`src/design/fsp_pkg.sv`:
```
package fsp_pkg;

  localparam int unsigned WORD_W    = 43;
  localparam int unsigned NUM_W     = 8;
  localparam int unsigned PROD_W    = 12;
  localparam int unsigned CONV_W    = 12;
  localparam int unsigned NUM_MAX   = 255;

  // Bit positions inside the packed word
  localparam int unsigned PCT_POS   = 12;
  localparam int unsigned H_POS     = 13;
  localparam int unsigned HH_POS    = 14;
  localparam int unsigned L_POS     = 15;
  localparam int unsigned LL_POS    = 16;
  localparam int unsigned J_POS     = 17;
  localparam int unsigned Z_POS     = 18;
  localparam int unsigned T_POS     = 19;
  localparam int unsigned HASH_POS  = 20;
  localparam int unsigned ZERO_POS  = 21;
  localparam int unsigned MINUS_POS = 22;
  localparam int unsigned PLUS_POS  = 23;
  localparam int unsigned SPACE_POS = 24;
  localparam int unsigned DOT_POS   = 25;
  localparam int unsigned WIDTH_POS = 27;
  localparam int unsigned PREC_POS  = 35;

  // Characters
  localparam logic [7:0] CH_NUL   = 8'h00;
  localparam logic [7:0] CH_SPACE = 8'h20;
  localparam logic [7:0] CH_HASH  = 8'h23;
  localparam logic [7:0] CH_PCT   = 8'h25;
  localparam logic [7:0] CH_PLUS  = 8'h2B;
  localparam logic [7:0] CH_MINUS = 8'h2D;
  localparam logic [7:0] CH_DOT   = 8'h2E;
  localparam logic [7:0] CH_0     = 8'h30;
  localparam logic [7:0] CH_1     = 8'h31;
  localparam logic [7:0] CH_9     = 8'h39;
  localparam logic [7:0] CH_UC_A  = 8'h41;
  localparam logic [7:0] CH_UC_Z  = 8'h5A;
  localparam logic [7:0] CH_LC_A  = 8'h61;
  localparam logic [7:0] CH_LC_Z  = 8'h7A;
  localparam logic [7:0] CH_H     = 8'h68;
  localparam logic [7:0] CH_J     = 8'h6A;
  localparam logic [7:0] CH_L     = 8'h6C;
  localparam logic [7:0] CH_T     = 8'h74;
  localparam logic [7:0] CH_Z     = 8'h7A;

  typedef struct packed {
    logic              vld;
    logic [WORD_W-1:0] word;
    logic              clamp;
    logic              empty;
  } fsp_res_t;

  function automatic logic [CONV_W-1:0] conv_bits(input logic [7:0] c);
    logic [CONV_W-1:0] r;
    r = '0;
    unique case (c)
      8'h73:        r[0]  = 1'b1;  // s
      8'h53:        r[1]  = 1'b1;  // S
      8'h70:        r[2]  = 1'b1;  // p
      8'h64, 8'h69: r[3]  = 1'b1;  // d i
      8'h44:        r[4]  = 1'b1;  // D
      8'h6F:        r[5]  = 1'b1;  // o
      8'h4F:        r[6]  = 1'b1;  // O
      8'h75:        r[7]  = 1'b1;  // u
      8'h55:        r[8]  = 1'b1;  // U
      8'h78:        r[9]  = 1'b1;  // x
      8'h58:        r[10] = 1'b1;  // X
      8'h63, 8'h43: r[11] = 1'b1;  // c C
      default:      r     = '0;
    endcase
    return r;
  endfunction

endpackage

```
`src/design/fsp_core.sv`:
```
module fsp_core (
  input  logic              clk,
  input  logic              rst_n,
  input  logic              en_i,
  input  logic [7:0]        ch_i,
  input  logic              start_i,
  output fsp_pkg::fsp_res_t res_o
);

  logic [fsp_pkg::WORD_W-1:0] bits_r, bits_nxt;
  logic [fsp_pkg::NUM_W-1:0]  acc_r, acc_nxt;
  logic                       innum_r, innum_nxt;
  logic                       mad_r, mad_nxt;
  logic                       active_r, active_nxt;
  logic                       clamp_r, clamp_nxt;
  logic                       first_r, first_nxt;

  logic                       is_digit;
  logic                       is_letter;
  logic [fsp_pkg::NUM_W-1:0]  digit;
  logic [fsp_pkg::PROD_W-1:0] prod;
  logic                       emit;
  logic                       emit_empty;
  logic [fsp_pkg::WORD_W-1:0] word;

  assign is_digit  = (ch_i >= fsp_pkg::CH_0) && (ch_i <= fsp_pkg::CH_9);
  assign is_letter = ((ch_i >= fsp_pkg::CH_LC_A) && (ch_i <= fsp_pkg::CH_LC_Z)) ||
                     ((ch_i >= fsp_pkg::CH_UC_A) && (ch_i <= fsp_pkg::CH_UC_Z));
  assign digit     = ch_i - fsp_pkg::CH_0;
  // acc * 10 + digit
  assign prod      = {1'b0, acc_r, 3'b000} + {3'b000, acc_r, 1'b0} + {4'b0000, digit};

  always_comb begin
    bits_nxt   = bits_r;
    acc_nxt    = acc_r;
    innum_nxt  = innum_r;
    mad_nxt    = mad_r;
    active_nxt = active_r;
    clamp_nxt  = clamp_r;
    first_nxt  = first_r;
    emit       = 1'b0;
    emit_empty = 1'b0;
    word       = '0;

    priority if (start_i) begin
      bits_nxt   = '0;
      acc_nxt    = '0;
      innum_nxt  = 1'b0;
      mad_nxt    = 1'b0;
      clamp_nxt  = 1'b0;
      active_nxt = 1'b1;
      first_nxt  = 1'b1;
    end else if (active_r && innum_r && is_digit) begin
      if (prod > fsp_pkg::PROD_W'(fsp_pkg::NUM_MAX)) begin
        acc_nxt   = fsp_pkg::NUM_W'(fsp_pkg::NUM_MAX);
        clamp_nxt = 1'b1;
      end else begin
        acc_nxt = prod[fsp_pkg::NUM_W-1:0];
      end
      first_nxt = 1'b0;
    end else if (active_r) begin
      // close a pending number into width or precision
      if (innum_r) begin
        if (bits_r[fsp_pkg::DOT_POS] && !mad_r) begin
          bits_nxt[fsp_pkg::PREC_POS +: fsp_pkg::NUM_W] =
            bits_r[fsp_pkg::PREC_POS +: fsp_pkg::NUM_W] | acc_r;
        end else begin
          bits_nxt[fsp_pkg::WIDTH_POS +: fsp_pkg::NUM_W] =
            bits_r[fsp_pkg::WIDTH_POS +: fsp_pkg::NUM_W] | acc_r;
        end
        innum_nxt = 1'b0;
        acc_nxt   = '0;
      end
      first_nxt = 1'b0;

      unique case (ch_i)
        fsp_pkg::CH_NUL: begin
          emit       = 1'b1;
          emit_empty = first_r;
        end
        fsp_pkg::CH_HASH:  bits_nxt[fsp_pkg::HASH_POS]  = 1'b1;
        fsp_pkg::CH_0:     bits_nxt[fsp_pkg::ZERO_POS]  = 1'b1;
        fsp_pkg::CH_MINUS: begin
          bits_nxt[fsp_pkg::MINUS_POS] = 1'b1;
          if (bits_nxt[fsp_pkg::DOT_POS]) begin
            mad_nxt = 1'b1;
          end
        end
        fsp_pkg::CH_PLUS:  bits_nxt[fsp_pkg::PLUS_POS]  = 1'b1;
        fsp_pkg::CH_SPACE: bits_nxt[fsp_pkg::SPACE_POS] = 1'b1;
        fsp_pkg::CH_DOT: begin
          bits_nxt[fsp_pkg::DOT_POS] = 1'b1;
          mad_nxt                    = 1'b0;
        end
        fsp_pkg::CH_H: begin
          if (bits_nxt[fsp_pkg::H_POS]) begin
            bits_nxt[fsp_pkg::H_POS]  = 1'b0;
            bits_nxt[fsp_pkg::HH_POS] = 1'b1;
          end else if (!bits_nxt[fsp_pkg::HH_POS]) begin
            bits_nxt[fsp_pkg::H_POS] = 1'b1;
          end
        end
        fsp_pkg::CH_L: begin
          if (bits_nxt[fsp_pkg::L_POS]) begin
            bits_nxt[fsp_pkg::L_POS]  = 1'b0;
            bits_nxt[fsp_pkg::LL_POS] = 1'b1;
          end else if (!bits_nxt[fsp_pkg::LL_POS]) begin
            bits_nxt[fsp_pkg::L_POS] = 1'b1;
          end
        end
        fsp_pkg::CH_J: bits_nxt[fsp_pkg::J_POS] = 1'b1;
        fsp_pkg::CH_Z: bits_nxt[fsp_pkg::Z_POS] = 1'b1;
        fsp_pkg::CH_T: bits_nxt[fsp_pkg::T_POS] = 1'b1;
        fsp_pkg::CH_PCT: begin
          bits_nxt[fsp_pkg::PCT_POS] = 1'b1;
          emit                       = 1'b1;
        end
        default: begin
          if (is_digit) begin
            innum_nxt = 1'b1;
            acc_nxt   = digit;
          end else if (is_letter) begin
            bits_nxt[fsp_pkg::CONV_W-1:0] =
              bits_nxt[fsp_pkg::CONV_W-1:0] | fsp_pkg::conv_bits(ch_i);
            emit = 1'b1;
          end
        end
      endcase

      if (emit) begin
        word = bits_nxt;
        // '-' overrides '0'
        if (word[fsp_pkg::MINUS_POS]) begin
          word[fsp_pkg::ZERO_POS] = 1'b0;
        end
        bits_nxt   = '0;
        acc_nxt    = '0;
        innum_nxt  = 1'b0;
        mad_nxt    = 1'b0;
        active_nxt = 1'b0;
        clamp_nxt  = 1'b0;
        first_nxt  = 1'b0;
      end
    end else begin
      // no open spec: drop the character
    end
  end

  always_comb begin
    res_o.vld   = emit;
    res_o.word  = word;
    res_o.clamp = clamp_r;
    res_o.empty = emit_empty;
  end

  always_ff @(posedge clk) begin
    if (!rst_n) begin
      bits_r   <= '0;
      acc_r    <= '0;
      innum_r  <= 1'b0;
      mad_r    <= 1'b0;
      active_r <= 1'b0;
      clamp_r  <= 1'b0;
      first_r  <= 1'b0;
    end else if (en_i) begin
      bits_r   <= bits_nxt;
      acc_r    <= acc_nxt;
      innum_r  <= innum_nxt;
      mad_r    <= mad_nxt;
      active_r <= active_nxt;
      clamp_r  <= clamp_nxt;
      first_r  <= first_nxt;
    end
  end

  a_start_opens: assert property (@(posedge clk) disable iff (!rst_n)
    en_i && start_i |=> active_r && first_r && !innum_r && (bits_r == '0))
    else $error("start did not open a clean spec");

  a_emit_closes: assert property (@(posedge clk) disable iff (!rst_n)
    en_i && res_o.vld |=> !active_r && !clamp_r)
    else $error("spec still open after result");

  a_num_only_active: assert property (@(posedge clk) disable iff (!rst_n)
    innum_r |-> active_r)
    else $error("number pending with no open spec");

endmodule

```
`src/design/format_spec_parser_top.sv`:
```
// Printf conversion specifier parser. Feed the characters of a format string one
// item per cycle, flagging the opening '%' with in_start_req; every character after
// it updates the packed specifier and a conversion letter, '%' or a NUL closes it
// and yields one result item (spec_word, value_clamped, empty_error). Other items
// yield nothing. Throughput is one character per cycle unless a closing character
// waits: it waits in the input register while an earlier result is held by
// out_stall; others pass. out_valid is driven by the result register, which the
// closing character reaches through the input register and the character update.
module format_spec_parser_top (
  input  logic                       clk,
  input  logic                       rst_n,
  input  logic                       in_valid,
  output logic                       in_stall,
  input  logic [7:0]                 in_ch,
  input  logic                       in_start_req,
  output logic                       out_valid,
  input  logic                       out_stall,
  output logic [fsp_pkg::WORD_W-1:0] out_spec_word,
  output logic                       out_value_clamped,
  output logic                       out_empty_error
);

  logic                       in_vld_r;
  logic [7:0]                 in_ch_r;
  logic                       in_start_r;
  logic                       out_vld_r;
  logic [fsp_pkg::WORD_W-1:0] out_word_r;
  logic                       out_clamp_r;
  logic                       out_empty_r;

  logic                       proc_en;
  logic                       in_acc;
  fsp_pkg::fsp_res_t          res;

  // items with no result advance even when the output is blocked
  assign proc_en  = in_vld_r && (!res.vld || !out_vld_r || !out_stall);
  assign in_stall = in_vld_r && !proc_en;
  assign in_acc   = in_valid && !in_stall;

  fsp_core u_core (
    .clk     (clk),
    .rst_n   (rst_n),
    .en_i    (proc_en),
    .ch_i    (in_ch_r),
    .start_i (in_start_r),
    .res_o   (res)
  );

  always_ff @(posedge clk) begin
    if (!rst_n) begin
      in_vld_r  <= 1'b0;
      out_vld_r <= 1'b0;
    end else begin
      if (in_acc) begin
        in_vld_r <= 1'b1;
      end else if (proc_en) begin
        in_vld_r <= 1'b0;
      end
      if (proc_en && res.vld) begin
        out_vld_r <= 1'b1;
      end else if (!out_stall) begin
        out_vld_r <= 1'b0;
      end
    end
  end

  always_ff @(posedge clk) begin
    if (in_acc) begin
      in_ch_r    <= in_ch;
      in_start_r <= in_start_req;
    end
    if (proc_en && res.vld) begin
      out_word_r  <= res.word;
      out_clamp_r <= res.clamp;
      out_empty_r <= res.empty;
    end
  end

  assign out_valid         = out_vld_r;
  assign out_spec_word     = out_word_r;
  assign out_value_clamped = out_clamp_r;
  assign out_empty_error   = out_empty_r;

  a_no_overwrite: assert property (@(posedge clk) disable iff (!rst_n)
    proc_en && res.vld |-> !(out_vld_r && out_stall))
    else $error("result register overwritten while held");

  a_hold_input: assert property (@(posedge clk) disable iff (!rst_n)
    in_vld_r && !proc_en |=> in_vld_r && $stable(in_ch_r) && $stable(in_start_r))
    else $error("blocked input item lost");

  a_proc_needs_item: assert property (@(posedge clk) disable iff (!rst_n)
    proc_en |-> in_vld_r)
    else $error("update with no item");

endmodule

```
`config.mk`:
```
export PLATFORM = sky130hd
export DESIGN_NAME = format_spec_parser_top
export DESIGN_NICKNAME = d
export VERILOG_FILES = /design/src/design/fsp_pkg.sv /design/src/design/fsp_core.sv /design/src/design/format_spec_parser_top.sv
export SDC_FILE = /design/constraint.sdc
export NUM_CORES = 1
export LEC_CHECK = 0
export BUFFER_PORTS_ARGS = -buffer_cell sky130_fd_sc_hd__buf_4
export CORE_MARGIN = 8
export CORE_UTILIZATION = 42
export CTS_BUF_LIST = sky130_fd_sc_hd__clkbuf_8
export CTS_CLUSTER_SIZE = 20
export DETAILED_ROUTE_END_ITERATION = 12
export GPL_ROUTABILITY_DRIVEN = 0
export PLACE_DENSITY = 0.7
export SLEW_MARGIN = 20
export SYNTH_ARGS = -nofsm -noshare
export SYNTH_HDL_FRONTEND = slang
export SYNTH_SLANG_ARGS = --single-unit
```
`constraint.sdc`:
```
create_clock -name clk -period 5.2 [get_ports clk]
set_clock_uncertainty 0.2 [all_clocks]
set_input_delay 0 -clock clk [delete_from_list [all_inputs] [get_ports clk]]
set_output_delay 0 -clock clk [all_outputs]
set_load 0.005 [all_outputs]
```
==> reports/results.ini, run 1 <==
[synthesis]
syn-instance-count=557
synth-async-reset-ratio_pct=0
post_synth_instance_area_um2=5430
postSynthRegisterBits=110
syn_nets=592
synth_edf_count=53
yosysWarningCount=0
synth_seq_area_share_pct=50.4
synth_flop_cell=sky130_fd_sc_hd__dfxtp_1
yosys.cell_types.count=62
syn_area_per_cell_um2=9.74

[sta]
slew_viol_final=0
rsz0062_at_grt=no
period_share_pct=79.3
worst-slew-pin-transition_ps=871
finalSetupViolations=0
hold_viol_final=0
slew_headroom_pct=41.9
max_freq_mhz=243
setup_total_negative_slack_ps=0
period_minus_slack_ps=4120

[global_route]
largest_net_degree_at_the_start_of_global_routing=45
grt_pass1_wl_um=20700
first_global_vias=4120
groute.usage.overall_pct=15.4
overflow=0
antenna_found_initial=0

[routing]
detailedRoute.firstIterationViolations=521
detailedRoute.firstPassIterationCount=5
viasPerCell=5.43
avgRoutedWirePerCell_um=15.7
num_vias=4288
remaining_design_rule_violation_count=0
wirelength_um=12400
final_antenna_net_count=0

[floorplan]
core_region_area_um2=12600
die_y_um=130
placementRows=41
die-width_um=130
ios=60
design.die.area_um2=16800
initial_util_pct=43.0

[cts]
clock_path_buffers=2
cts_inserted_buffers=9
clock-root-buffer=sky130_fd_sc_hd__clkbuf_8
clk_pin_slew_ps=90
clock_insertion_delay_worst_skew_ps=380
ctsResizeCount=0
cts_htree_levels=3
clock_sinks=110
clock_tree_from_tritoncts=built

[cells_and_area]
layout.nets=647
multi_input_comb_area_um2=2430
layout_common_cells=126 x sky130_fd_sc_hd__nor2_1, 62 x sky130_fd_sc_hd__buf_4, 57 x sky130_fd_sc_hd__dfxtp_1
fill_cells=1168
final_cell_count_no_fill=789
post_route_cells_drive_above_1_share_pct=15.9
antenna_diode_count=0
regArea_um2=2730
most_common_cell_after_layout_fill_and_taps_aside=sky130_fd_sc_hd__nor2_1
layout_overhead_on_the_synthesized_area_pct=15.0

[pwr]
clkPwrFrac_pct=28.1
net-switching-power_uw=441
power_density_nw_per_um2=259
cellLeakagePower_uw=0.00234
comb_power_share_pct=13.4
p_sw_share_pct=27.3
worst_vdd_ir_mv=0.101
p_int_uw=1170
power.sequential.fraction_pct=58.5

[place]
dp_cells=760
dp_hpwl_um=8810
port-buffer-count=58

[critical_path]
data_arrival_at_the_endpoint_of_the_critical_path_ps=3940
worst_ep_required_time_ps=5020
timing.critical_path.fanout_max=43
slowest_delay_ps=600
cell_with_the_largest_stage_delay_on_the_worst_path=sky130_fd_sc_hd__nor3_1
endpoint_kind=flip-flop
criticalPathCategory=flip-flop to flip-flop
category_of_the_worst_setup_path_launch_point=flip-flop
worstPathCellList=inv_1, ha_1, nand3b_1, nor3_1, a2111oi_4, a31oi_4, or3_1, buf_4, nor2_1, nor2b_1

[run]
cap_violations=0

[status]
run_status=complete, no violations

[worst_hold_path]
worst_hold_path_type=primary input to flip-flop

[worst max-delay path: cells and delay by family, from the launching register on]
family	cells	cell delay, ps
AND/OR/NAND/NOR	5	1740
flip-flops	1	570
buffers and inverters	2	550
adder cells (fa/ha/maj)	1	290
AO/OA/AOI/OAI	2	410
[final timing paths]
| path | from | to | slack [ps] | cells past startpoint |
|---|---|---|---|---|
| setup / recovery | in_ch_r[4] | in_ch_r[1] | 1080 | 10 |
| hold / removal | in_ch[7] | in_ch_r[7] | 130 | 2 |
| hold reg to reg | u_core.clamp_r | out_value_clamped | 250 | 0 |
| setup reg to reg | in_ch_r[4] | in_ch_r[1] | 1080 | 10 |
[timing repair]
| action | in CTS | in global routing |
|---|---|---|
| endpoints found under the hold margin | 28 | 0 |
| setup buffers | 0 | 0 |
| hold buffers | 13 | 0 |
[registers in the layout, indices dropped and copies added (netlist names)]
signal	flops
in_start_r	1
u_core.mad_r	1
u_core.acc_r	8
in_vld_r	1
u_core.clamp_r	1
u_core.innum_r	1
out_spec_word	42
out_value_clamped	1
in_ch_r	8
u_core.first_r	1
out_valid	1
u_core.active_r	1
u_core.bits_r	42
out_empty_error	1
[synthesized netlist by cell type, types with 6 or more instances]
| cell type | count | share of area (%) |
|---|---|---|
| sky130_fd_sc_hd__ha_1 | 16 | 3.7 |
| sky130_fd_sc_hd__fa_1 | 6 | 2.2 |
| sky130_fd_sc_hd__nor4_1 | 7 | 0.81 |
| sky130_fd_sc_hd__o21a_1 | 7 | 0.97 |
| sky130_fd_sc_hd__dfxtp_1 | 57 | 21 |
| sky130_fd_sc_hd__o21ai_0 | 16 | 1.5 |
| sky130_fd_sc_hd__buf_2 | 12 | 1.1 |
| sky130_fd_sc_hd__mux2i_1 | 9 | 1.7 |
| sky130_fd_sc_hd__nor2_1 | 126 | 8.7 |
| sky130_fd_sc_hd__a21oi_1 | 52 | 4.8 |
| sky130_fd_sc_hd__inv_1 | 28 | 1.9 |
| sky130_fd_sc_hd__a31oi_1 | 27 | 3.1 |
| sky130_fd_sc_hd__nand2_1 | 18 | 1.2 |
| sky130_fd_sc_hd__nor3_1 | 15 | 1.4 |
| sky130_fd_sc_hd__clkbuf_1 | 12 | 0.83 |
| sky130_fd_sc_hd__edfxtp_1 | 53 | 29 |
[metal layers]
metal / vias up / part of all wire, % / GRT usage (%)
met5: - / 0 / 0
met4: 0 / 2.2 / 6.90
met3: 20 / 7.5 / 3.94
met2: 165 / 44 / 22.9
met1: 2012 / 46 / 20.6
li1: 2091 / - / -
[cell families after synthesis]
family / count (synthesis) / share of synthesized area (%)
mux: 10 / 1.87
fa+ha+maj: 22 / 5.90
compound gates: 137 / 17.3
buf+inv: 59 / 5.19
other cells: 1 / 0.0691
flops: 110 / 50.4
simple gates: 212 / 18.3
xor+xnor: 6 / 0.969
[stage by stage]
step                power [uW]  hold slack (ps)  setup WS, ps  area (um^2)  util (%)
floorplan                 1120             -101           220         5430         -
global placement          1160            -18.6          1270         5940      47.1
detailed placement        1170            -18.8          1150         5940      47.1
CTS                       1620              125          1090         6240      49.4
global route              1690              134           775         6240      49.5
finish                    1610              131          1080         6240      49.5
[final cells by class]
cell class,instances,area share (%)
clock buffers,9,1.98
repair buffers,75,9.54
clock inverters,7,0.682
well taps,172,3.45
multi-input cells,388,38.9
flip-flops and latches,110,43.8
inverters,28,1.68
[power groups by stage]
| stage | registers (uW) | clock network, uW | logic [uW] |
|---|---|---|---|
| finish | 945 | 453 | 217 |
| global placement | 962 | 0 | 200 |
| detailed placement | 963 | 0 | 206 |
| CTS | 943 | 466 | 216 |
| floorplan | 943 | 0 | 176 |
| global route | 947 | 503 | 239 |
(Power assumes the default switching activity.)
==> run 2: changes to the inputs <==
- clock period: 5.2 -> 3.4 ns (I/O delays scaled with it)
==> reports/results.ini, run 2 (synthesis gave the netlist of run 1 again) <==
[global_route]
grt_pass1_wl_um=21200  ; +2.4%
overflow=0  ; unchanged
antenna_found_initial=0  ; unchanged
groute.usage.overall_pct=15.8  ; +0.40 points
first_global_vias=4253  ; +3.2%
largest_net_degree_at_the_start_of_global_routing=45  ; unchanged

[routing]
remaining_design_rule_violation_count=0  ; unchanged
avgRoutedWirePerCell_um=16.3  ; +3.9%
detailedRoute.firstIterationViolations=519  ; -0.38%
final_antenna_net_count=0  ; unchanged
detailedRoute.firstPassIterationCount=7  ; +2
wirelength_um=13200  ; +7.0%
viasPerCell=5.47  ; +0.58%
num_vias=4444  ; +3.6%

[cells_and_area]
fill_cells=1156  ; -1.0%
layout_common_cells=124 x sky130_fd_sc_hd__nor2_1, 82 x sky130_fd_sc_hd__buf_4, 57 x sky130_fd_sc_hd__dfxtp_1
most_common_cell_after_layout_fill_and_taps_aside=sky130_fd_sc_hd__nor2_1
post_route_cells_drive_above_1_share_pct=21.1  ; +5.2 points
final_cell_count_no_fill=813  ; +3.0%
final_cell_area_um2=6560  ; +5.2%
antenna_diode_count=0  ; unchanged
layout.nets=671  ; +3.7%
layout_overhead_on_the_synthesized_area_pct=21.0

[critical_path]
slowest_delay_ps=530  ; -70 ps
criticalPathCategory=flip-flop to flip-flop
endpoint_kind=flip-flop
timing.critical_path.fanout_max=6  ; -86%
worst_ep_required_time_ps=3540  ; -1480 ps
critical_path.most_common_cell=sky130_fd_sc_hd__buf_4
cp_top_family=buffers and inverters
worst-r2r-cell-count=11  ; +1
worst-path-buf-inv=3  ; +1
category_of_the_worst_setup_path_launch_point=flip-flop
cell_with_the_largest_stage_delay_on_the_worst_path=sky130_fd_sc_hd__dlygate4sd3_1
ff2ff_setup_slack_ps=110  ; -970 ps
worst_r2r_endpoint=in_vld_r
data_arrival_at_the_endpoint_of_the_critical_path_ps=3430  ; -510 ps
regToRegStartpoint=in_ch_r[4]
worstPathCellList=ha_2, nand3b_1, nor3_1, buf_4, a2111oi_4, a31oi_4, or3_1, nor2_2, buf_4, o21a_1, dlygate4sd3_1

[cts]
cts_htree_levels=3  ; unchanged
cts_inserted_buffers=9  ; unchanged
clk_pin_slew_ps=110  ; +20 ps
clock_tree_from_tritoncts=built
clock_sinks=110  ; unchanged
clock-root-buffer=sky130_fd_sc_hd__clkbuf_8
clock_path_buffers=2  ; unchanged
clock_insertion_delay_worst_skew_ps=380  ; about the same

[floorplan]
placementRows=41  ; unchanged
die_y_um=130  ; unchanged
initial_util_pct=43.0  ; unchanged
design.die.area_um2=16800  ; unchanged
die-width_um=130  ; unchanged
core_region_area_um2=12600  ; unchanged
ios=60  ; unchanged

[worst_hold_path]
worst_hold_path_type=primary input to flip-flop
worst_hold_startpoint=in_ch[6]
hold_path_end=in_ch_r[6]
hold-path-cell-count=2  ; unchanged

[pwr]
worst_vdd_ir_mv=0.193  ; +91%
cellLeakagePower_uw=0.00249  ; +6.3%
power_density_nw_per_um2=402  ; +55%

[status]
run_status=complete, no violations

[sta]
setup_total_negative_slack_ps=0  ; unchanged
worst-slew-pin-transition_ps=560  ; -311 ps
period_share_pct=96.9  ; +18 points
finalSetupViolations=0  ; unchanged
period_minus_slack_ps=3290  ; -828 ps
slew_headroom_pct=62.3  ; +20 points
max_freq_mhz=304  ; +25%
post-route-worst-setup-slack_ps=106  ; -972 ps
hold_viol_final=0  ; unchanged
slew_viol_final=0  ; unchanged

[place]
pre_cts_slack_ps=-49.4  ; -1200 ps
placed_area_um2=6140  ; +3.4%
dp_hpwl_um=9160  ; +4.0%
dp_cells=780  ; +2.6%
port-buffer-count=58  ; unchanged

[run]
cap_violations=0  ; unchanged

-- run 2: per-stage QoR --
| stage | util [%] | hold WS [ps] | total power, uW |
|---|---|---|---|
| 6_report | 52.0 | 128 | 2640 |
| 3_3_place_gp | 48.7 | -19.8 | 1800 |
| 4_1_cts | 51.3 | 109 | 2620 |
| 5_1_grt | 52.0 | 124 | 2750 |
| 3_5_place_dp | 48.7 | -20.5 | 1810 |
| 2_1_floorplan | - | -101 | 1720 |
-- run 2: worst max path at each step --
stage / slack [ps] / start / cells after the start / to
global placement: 60 / in_ch_r[5] / 13 / u_core.acc_r[0]
detailed placement: -50 / in_ch_r[5] / 13 / u_core.acc_r[0]
global route: -10 / in_ch_r[4] / 11 / in_vld_r
finish: 110 / in_ch_r[4] / 11 / in_vld_r
CTS: 20 / in_ch_r[4] / 13 / u_core.acc_r[0]
floorplan: 10 / in_ch_r[4] / 10 / out_empty_error
-- run 2: what timing repair did --
action                                  CTS  global route
hold endpoints to repair                 72             0
hold buffers                             13             0
gates resized for setup                   0            11
gates cloned                              0             1
endpoints found under the setup margin    2            59
buffers inserted                          1             2
pin swaps                                 1             2
-- run 2: area by class of cell --
type / instances / area (um^2) / area share, %
well taps: 172 / 215 / 3.28
flip-flops and latches: 110 / 2730 / 41.6
clock buffers: 9 / 124 / 1.89
multi-input cells: 389 / 2510 / 38.2
clock inverters: 7 / 73.8 / 1.12
inverters: 28 / 105 / 1.60
repair buffers: 98 / 806 / 12.3
-- run 2: worst register-to-register path, cell delays in order (launching register included) --
cell                            delay [ps]
sky130_fd_sc_hd__edfxtp_1              460
sky130_fd_sc_hd__ha_2                  280
sky130_fd_sc_hd__nand3b_1              120
sky130_fd_sc_hd__nor3_1                 60
sky130_fd_sc_hd__buf_4                 160
sky130_fd_sc_hd__a2111oi_4             480
sky130_fd_sc_hd__a31oi_4               140
sky130_fd_sc_hd__or3_1                 410
sky130_fd_sc_hd__nor2_2                180
sky130_fd_sc_hd__buf_4                 140
sky130_fd_sc_hd__o21a_1                 90
sky130_fd_sc_hd__dlygate4sd3_1         530
-- run 2: per-layer routing --
metal	wire, um	track usage [%]	part of all wire [%]
met1	5970	21.1	45
met2	5860	24.0	44
met3	1080	3.78	8.1
met4	330	6.42	2.5
met5	0	0	0
-- run 2: report_power, final --
group | switching [uW] | total (uW) | internal, uW
Clock | 465 | 810 | 345
Combinational | 233 | 404 | 170
Sequential | 29.8 | 1430 | 1400
